## src/rtl/sli_pkg.sv

```systemverilog
// ----------------------------------------------------------------------------
// sli_pkg
// Shared types, sizes and helpers for the sorted list insert/delete block.
// ----------------------------------------------------------------------------
package sli_pkg;

  localparam int CAPACITY = 16;
  localparam int IDX_W    = (CAPACITY > 1) ? $clog2(CAPACITY) : 1;
  localparam int CNT_W    = $clog2(CAPACITY + 1);
  localparam int VAL_W    = 32;
  localparam int POS_W    = 4;
  localparam int ECNT_W   = 5;

  localparam logic KIND_INSERT = 1'b0;
  localparam logic KIND_DELETE = 1'b1;

  typedef struct packed {
    logic                    kind;
    logic signed [VAL_W-1:0] value;
  } in_item_t;

  typedef struct packed {
    logic              success;
    logic [POS_W-1:0]  position;
    logic [ECNT_W-1:0] entry_count;
  } out_item_t;

  typedef struct packed {
    logic capture;
    logic shift_ins;
    logic shift_del;
    logic load_result;
  } sli_cmd_t;

  typedef struct packed {
    logic kind;
    logic ok;
  } sli_status_t;

  // report an index modulo the position field width
  function automatic logic [POS_W-1:0] to_pos(input logic [IDX_W-1:0] p);
    logic [IDX_W+POS_W-1:0] t;
    t = {{POS_W{1'b0}}, p};
    return t[POS_W-1:0];
  endfunction

  // report a count modulo the count field width
  function automatic logic [ECNT_W-1:0] to_ecnt(input logic [CNT_W-1:0] c);
    logic [CNT_W+ECNT_W-1:0] t;
    t = {{ECNT_W{1'b0}}, c};
    return t[ECNT_W-1:0];
  endfunction

endpackage

```

## src/rtl/sorted_list_insert_delete.sv

```systemverilog
// ----------------------------------------------------------------------------
// sorted_list_insert_delete
// Ascending list of signed 32-bit values with insert and delete-first-match.
// ----------------------------------------------------------------------------
//  channel | direction | handshake           | payload
//  in      | input     | in_valid / in_stall | in_data  (kind, value)
//  out     | output    | out_valid/out_stall | out_data (success, position,
//          |           |                     |           entry_count)
//
//  an item is first registered; then the parallel compare, the shift of the
//  cell row and the load of the result register happen together in execution
//  the next item is taken as soon as the previous one has executed
//  execution waits while a held result is stalled
//  reset clears the count and the controller; cell contents are not cleared
// ----------------------------------------------------------------------------
module sorted_list_insert_delete import sli_pkg::*; (
  input  logic      clk,
  input  logic      rst,
  input  logic      in_valid,
  output logic      in_stall,
  input  in_item_t  in_data,
  output logic      out_valid,
  input  logic      out_stall,
  output out_item_t out_data
);

  sli_cmd_t    cmd;
  sli_status_t status;

  sli_ctrl u_ctrl (
    .clk       (clk),
    .rst       (rst),
    .in_valid  (in_valid),
    .in_stall  (in_stall),
    .out_valid (out_valid),
    .out_stall (out_stall),
    .status    (status),
    .cmd       (cmd)
  );

  sli_dpath u_dpath (
    .clk     (clk),
    .rst     (rst),
    .in_data (in_data),
    .cmd     (cmd),
    .status  (status),
    .result  (out_data)
  );

endmodule

```

## src/rtl/sli_dpath.sv

```systemverilog
// ----------------------------------------------------------------------------
// sli_dpath
// Row of value cells with per-cell compare, shift network, count and
// result register.
// ----------------------------------------------------------------------------
module sli_dpath import sli_pkg::*; (
  input  logic        clk,
  input  logic        rst,
  input  in_item_t    in_data,
  input  sli_cmd_t    cmd,
  output sli_status_t status,
  output out_item_t   result
);

  in_item_t          item;
  logic [VAL_W-1:0]  slot [CAPACITY];
  logic [CNT_W-1:0]  count;
  logic [CNT_W-1:0]  count_next;

  logic [CAPACITY-1:0] ge_hit;
  logic [CAPACITY-1:0] eq_hit;
  logic [IDX_W-1:0]    ins_pos;
  logic [IDX_W-1:0]    del_pos;
  logic                full;
  logic                found;
  logic                ok;
  logic [IDX_W-1:0]    pos;
  logic [CNT_W+IDX_W-1:0] count_wide;

  assign count_wide = {{IDX_W{1'b0}}, count};

  // parallel compare in every valid cell
  always_comb begin
    for (int i = 0; i < CAPACITY; i++) begin
      ge_hit[i] = (CNT_W'(i) < count) && ($signed(item.value) <= $signed(slot[i]));
      eq_hit[i] = (CNT_W'(i) < count) && (item.value == slot[i]);
    end
  end

  // first hit wins; insert falls back to the end of the list
  always_comb begin
    ins_pos = count_wide[IDX_W-1:0];
    del_pos = '0;
    for (int i = CAPACITY - 1; i >= 0; i--) begin
      if (ge_hit[i]) begin
        ins_pos = IDX_W'(i);
      end
      if (eq_hit[i]) begin
        del_pos = IDX_W'(i);
      end
    end
  end

  assign full  = (count == CNT_W'(CAPACITY));
  assign found = |eq_hit;
  assign ok    = (item.kind == KIND_DELETE) ? found : !full;
  assign pos   = (item.kind == KIND_DELETE) ? del_pos : ins_pos;

  assign status.kind = item.kind;
  assign status.ok   = ok;

  always_comb begin
    count_next = count;
    if (cmd.shift_ins) begin
      count_next = count + CNT_W'(1);
    end else if (cmd.shift_del) begin
      count_next = count - CNT_W'(1);
    end
  end

  always_ff @(posedge clk) begin
    if (cmd.capture) begin
      item <= in_data;
    end
    for (int i = 0; i < CAPACITY; i++) begin
      if (cmd.shift_ins) begin
        if (IDX_W'(i) == ins_pos) begin
          slot[i] <= item.value;
        end else if (i > 0 && IDX_W'(i) > ins_pos) begin
          slot[i] <= slot[(i > 0) ? i - 1 : 0];
        end
      end else if (cmd.shift_del) begin
        if (i < CAPACITY - 1 && IDX_W'(i) >= del_pos) begin
          slot[i] <= slot[(i < CAPACITY - 1) ? i + 1 : i];
        end
      end
    end
    if (cmd.load_result) begin
      result.success     <= ok;
      result.position    <= ok ? to_pos(pos) : '0;
      result.entry_count <= to_ecnt(count_next);
    end
  end

  always_ff @(posedge clk) begin
    if (rst) begin
      count <= '0;
    end else begin
      count <= count_next;
    end
  end

`ifndef NO_ASSERTIONS
  a_count_bound: assert property (@(posedge clk) disable iff (rst)
    count <= CNT_W'(CAPACITY))
    else $error("entry count beyond capacity");
  a_ins_not_full: assert property (@(posedge clk) disable iff (rst)
    cmd.shift_ins |-> !full)
    else $error("insert into a full list");
  a_del_found: assert property (@(posedge clk) disable iff (rst)
    cmd.shift_del |=> count == $past(count) - CNT_W'(1))
    else $error("delete did not drop the count");
`endif

endmodule

```

## src/rtl/sli_ctrl.sv

```systemverilog
// ----------------------------------------------------------------------------
// sli_ctrl
// Handshake controller: takes one item, runs it through the datapath once
// the result register is free, and holds the result until it is taken.
// ----------------------------------------------------------------------------
module sli_ctrl import sli_pkg::*; (
  input  logic        clk,
  input  logic        rst,
  input  logic        in_valid,
  output logic        in_stall,
  output logic        out_valid,
  input  logic        out_stall,
  input  sli_status_t status,
  output sli_cmd_t    cmd
);

  localparam logic ST_IDLE = 1'b0;
  localparam logic ST_EXEC = 1'b1;

  logic state;
  logic state_next;
  logic out_free;

  assign in_stall = (state != ST_IDLE);
  assign out_free = !out_valid || !out_stall;

  always_comb begin
    cmd        = '0;
    state_next = state;
    case (state)
      ST_IDLE: begin
        if (in_valid) begin
          cmd.capture = 1'b1;
          state_next  = ST_EXEC;
        end
      end
      ST_EXEC: begin
        if (out_free) begin
          cmd.load_result = 1'b1;
          cmd.shift_ins   = status.ok && (status.kind == KIND_INSERT);
          cmd.shift_del   = status.ok && (status.kind == KIND_DELETE);
          state_next      = ST_IDLE;
        end
      end
      default: begin
        state_next = ST_IDLE;
      end
    endcase
  end

  always_ff @(posedge clk) begin
    if (rst) begin
      state     <= ST_IDLE;
      out_valid <= 1'b0;
    end else begin
      state <= state_next;
      if (cmd.load_result) begin
        out_valid <= 1'b1;
      end else if (!out_stall) begin
        out_valid <= 1'b0;
      end
    end
  end

`ifndef NO_ASSERTIONS
  a_one_shift: assert property (@(posedge clk) disable iff (rst)
    !(cmd.shift_ins && cmd.shift_del))
    else $error("insert and delete shift together");
  a_shift_with_result: assert property (@(posedge clk) disable iff (rst)
    (cmd.shift_ins || cmd.shift_del) |-> cmd.load_result)
    else $error("list changed without a result");
  a_capture_then_exec: assert property (@(posedge clk) disable iff (rst)
    cmd.capture |=> (state == ST_EXEC) && !cmd.capture)
    else $error("item capture not followed by execution");
  a_no_overwrite: assert property (@(posedge clk) disable iff (rst)
    cmd.load_result |-> !(out_valid && out_stall))
    else $error("result overwritten while held");
`endif

endmodule

```

## config.mk

```make
export PLATFORM = sky130hd
export DESIGN_NAME = sorted_list_insert_delete
export DESIGN_NICKNAME = d
export VERILOG_FILES = /design/src/rtl/sli_pkg.sv /design/src/rtl/sorted_list_insert_delete.sv /design/src/rtl/sli_dpath.sv /design/src/rtl/sli_ctrl.sv
export SDC_FILE = /design/constraint.sdc
export NUM_CORES = 2
export LEC_CHECK = 0
export BUFFER_PORTS_ARGS = -buffer_cell sky130_fd_sc_hd__clkbuf_2
export CAP_MARGIN = 20
export CORE_MARGIN = 2
export CORE_UTILIZATION = 50
export DETAILED_ROUTE_END_ITERATION = 8
export PLACE_DENSITY_LB_ADDON = 0.3
export SLEW_MARGIN = 20
export SYNTH_ARGS = -nofsm -noshare
export SYNTH_HDL_FRONTEND = slang
export SYNTH_SLANG_ARGS = --single-unit
```

## constraint.sdc

```tcl
create_clock -name clk -period 9.4 [get_ports clk]
set_input_delay 0.47 -clock clk [delete_from_list [all_inputs] [get_ports clk]]
set_output_delay 0.47 -clock clk [all_outputs]
set_load 0.01 [all_outputs]
```

==> impl_metrics.yaml <==
synthesis:
  synth_top_cell_by_area: "edfxtp_1"
  seq_area_frac_synth_pct: 39.0
  synth.net_count: 5229
  async_flop_share_pct: 0
  synthTopCellsByCount: "555 x edfxtp_1, 534 x inv_1, 515 x ha_1, 471 x nand2_1, 421 x a21oi_1"
  ys.flop_type: "edfxtp_1"
  netlist_instances: 4677
  synthDistinctLibCells: 100
  yosys.cell_count.top_type: "edfxtp_1"
  avgSynthCellArea_sq_um: 9.21
  syn_area_sq_um: 43100
  yosysWarnings: 0
  synth.ff_latch_count: 562
  synth_enable_flop_cells: 555
  netlist.area_leader.share_pct: 38.7
  yosys-top-cells-area: "edfxtp_1 39%, ha_1 15%, a21oi_1 4.9%"
sta:
  rsz0062_at_grt: "false"
  finalCritPeriodShare_pct: 73.6
  holdWs_ns: 0.0355
  fin_crit_ns: 6.91
  fin_setup_tns_ns: 0
  fmax_mhz: 145
  tightest_slew_ns: 1.12
  slew_headroom_pct: 25.2
  fin_worst_skew_ns: 0.0232
  slew_violations: 0
  setup_viol: 0
  finalHoldViolCount: 0
power:
  power.switching_mw: 1.97
  power.density_nw_per_um2: 147
  p_int_mw: 4.92
  cellLeakagePower_nw: 20.0
  ir_drop_uv: 152
  netSwitchingFraction_pct: 28.6
  power.total_mw: 6.89
  clock_power_share_pct: 37.2
  power_frac_seq_pct: 44.5
  combPwrFrac_pct: 18.3
clock_network:
  cts_made_buffers: 69
  cts_sinks: 562
  h-tree-depth: 3
  post_cts_resized: 0
  insertion_delay_ns: 0.63
  cts_tree: "done"
  cts_root_buf: "clkbuf_16"
  path_clk_slew_ns: 0.06
  clockBufferDepth: 3
global_route:
  grt_start_max_net_pins: 74
  overflow: 0
  grt_pass1_vias: 34771
  antenna_found_initial: 0
  grt_first_pass_wirelength_mm: 199
  grt_usage_pct: 28.6
routing:
  vias: 35544
  drt-total-wl_mm: 129
  drt-initial-drc-count: 3178
  vias_per_cell: 6.09
  dr.pass1.iters: 6
  drc: 0
  routedWlPerCell_um: 22.1
  ant_nets: 0
floorplan:
  fp.coreArea_sq_um: 85300
  dieArea_sq_um: 88500
  io_pins: 49
  dieWidth_um: 297
  placementRows: 107
  start_util_pct: 50.5
  fp.dieH_um: 297
worst_setup_path:
  reg2reg_depth: 17
  ff2ff_setup_slack_ns: 2.49
  arrival_ns: 7.25
  critPathMostFrequentCell: "buf_4"
  criticalPathCategory: "register to register"
  start_kind: "register"
  r2r-end: "u_dpath.slot[1][188]"
  required_ns: 9.74
  r2r_start: "u_dpath.item[0]"
  critPathSlowestCell: "edfxtp_1"
  setup.worst_path.end_class: "register"
  slowest_delay_ns: 0.85
  cp_max_fo: 33
  crit_chain: "inv_1 > buf_4 > ha_1 > nor2b_1 > o211ai_1 > a2111oi_0 > o32ai_1 > a221oi_1 > o21bai_1 > nor4b_2 > o211ai_1 > buf_4 > nor2_1 > a21o_2 > buf_4 > nand2_1 > buf_4"
worst_hold_path:
  worstHoldStart: "in_data[6]"
  hold_end: "u_dpath.item[6]"
  whs_path_depth: 1
  hp-class: "primary input to register"
placed_design:
  globalplace.congestion: 0.961
  portBuffers: 48
  dp_cells: 5694
  dpl.hpwl_mm: 96.4
final_layout:
  stdcell_count: 5837
  nNetsFinal: 5198
  nFillCells: 7686
  syn2layout_area_growth_pct: 8.66
  drive_gt1_share_pct: 8.52
  diodes: 0
run_status:
  status: "finished, final reports clean"
run:
  drv_cap: 0
[what timing repair did]
item,in CTS,in global routing
hold buffers,25,0
buffers inserted,0,0
hold endpoints to repair,25,0
[worst max-delay path: cells and delay by family, from the launching register on]
kind	cells	cell delay [ns]
fa+ha+maj	1	0.24
compound gates	7	2.13
buf+inv	5	1.70
simple gates	4	1.61
flops	1	0.85
[layout make-up]
cell class / count / area [sq um] / share of cell area, %
tap: 1144 / 1430 / 3.06
clock buffer: 93 / 1930 / 4.13
timing repair buffer: 170 / 1250 / 2.67
inverter: 534 / 2000 / 4.28
clock inverter: 25 / 163 / 0.348
multi-input combinational: 3309 / 23200 / 49.6
sequential: 562 / 16800 / 35.9
[per-stage QoR]
step	setup WS (ns)	instance area [sq um]	util [%]
floorplan	3.24	43100	-
global placement	2.80	44400	52.1
detailed placement	2.73	44400	52.1
CTS	2.71	46800	54.9
global route	2.22	46800	54.9
finish	2.49	46800	54.9
[kinds of logic after synthesis]
kind of cell    Yosys count  synth area share [%]
simple gates           1339                  14.6
mux                     267                  6.47
buf+inv                 806                  7.49
flops                   562                  39.0
fa+ha+maj               515                  15.0
xor+xnor                  4                0.0814
compound gates         1184                  17.4
[cells in the final DEF (no fill, tap or decap), types with 32 or more instances in the layout]
master and n:
nand4_1 119, mux2i_1 202, inv_1 533, a2bb2oi_1 33, buf_4 95, a211oi_1 37
clkbuf_2 48, nand3b_1 37, edfxtp_1 555, o221ai_1 36, o211a_1 35, o211ai_1 58
a21o_1 41, o21ai_0 236, o221a_2 32, nor2_1 337, ha_1 515, mux2_2 50
clkbuf_16 73, nor3_1 88, a21oi_1 421, nand3_1 142, o21ai_1 104, nand2_1 467
[worst max-delay path by stage]
stage	slack (ns)	to	start
5_1_grt	2.22	u_dpath.slot[1][188]	u_dpath.item[0]
3_5_place_dp	2.73	u_dpath.slot[1][187]	u_dpath.item[10]
3_3_place_gp	2.80	u_dpath.slot[1][187]	u_dpath.item[31]
2_1_floorplan	3.24	u_dpath.slot[0][192]	u_dpath.item[13]
4_1_cts	2.71	u_dpath.slot[1][188]	u_dpath.item[10]
6_report	2.49	u_dpath.slot[1][188]	u_dpath.item[0]
[metal layers]
layer / global-route usage (%) / vias to the layer above / wire length, um
met5: 0 / - / 0
met1: 38.1 / 17016 / 56300
met4: 12.0 / 0 / 5640
met3: 3.15 / 286 / 7440
met2: 47.5 / 1313 / 59700
li1: - / 16929 / -
[registers in the layout, indices dropped and copies added (netlist names)]
signal / cells
u_dpath.item: 32
u_dpath.slot: 512
u_dpath.count: 5
u_dpath.result: 10
u_dpath.status: 1
u_ctrl.out_valid: 1
u_ctrl.in_stall: 1
[power groups by stage]
stage | clock (mW) | combinational (mW) | sequential [mW]
after floorplan | 0 | 0.878 | 3.09
after global placement | 0 | 1.20 | 3.11
after detailed placement | 0 | 1.23 | 3.12
after CTS | 2.60 | 1.25 | 3.06
after global routing | 2.69 | 1.40 | 3.08
final | 2.56 | 1.26 | 3.07
Note: power is estimated with default switching activity, not from simulation.
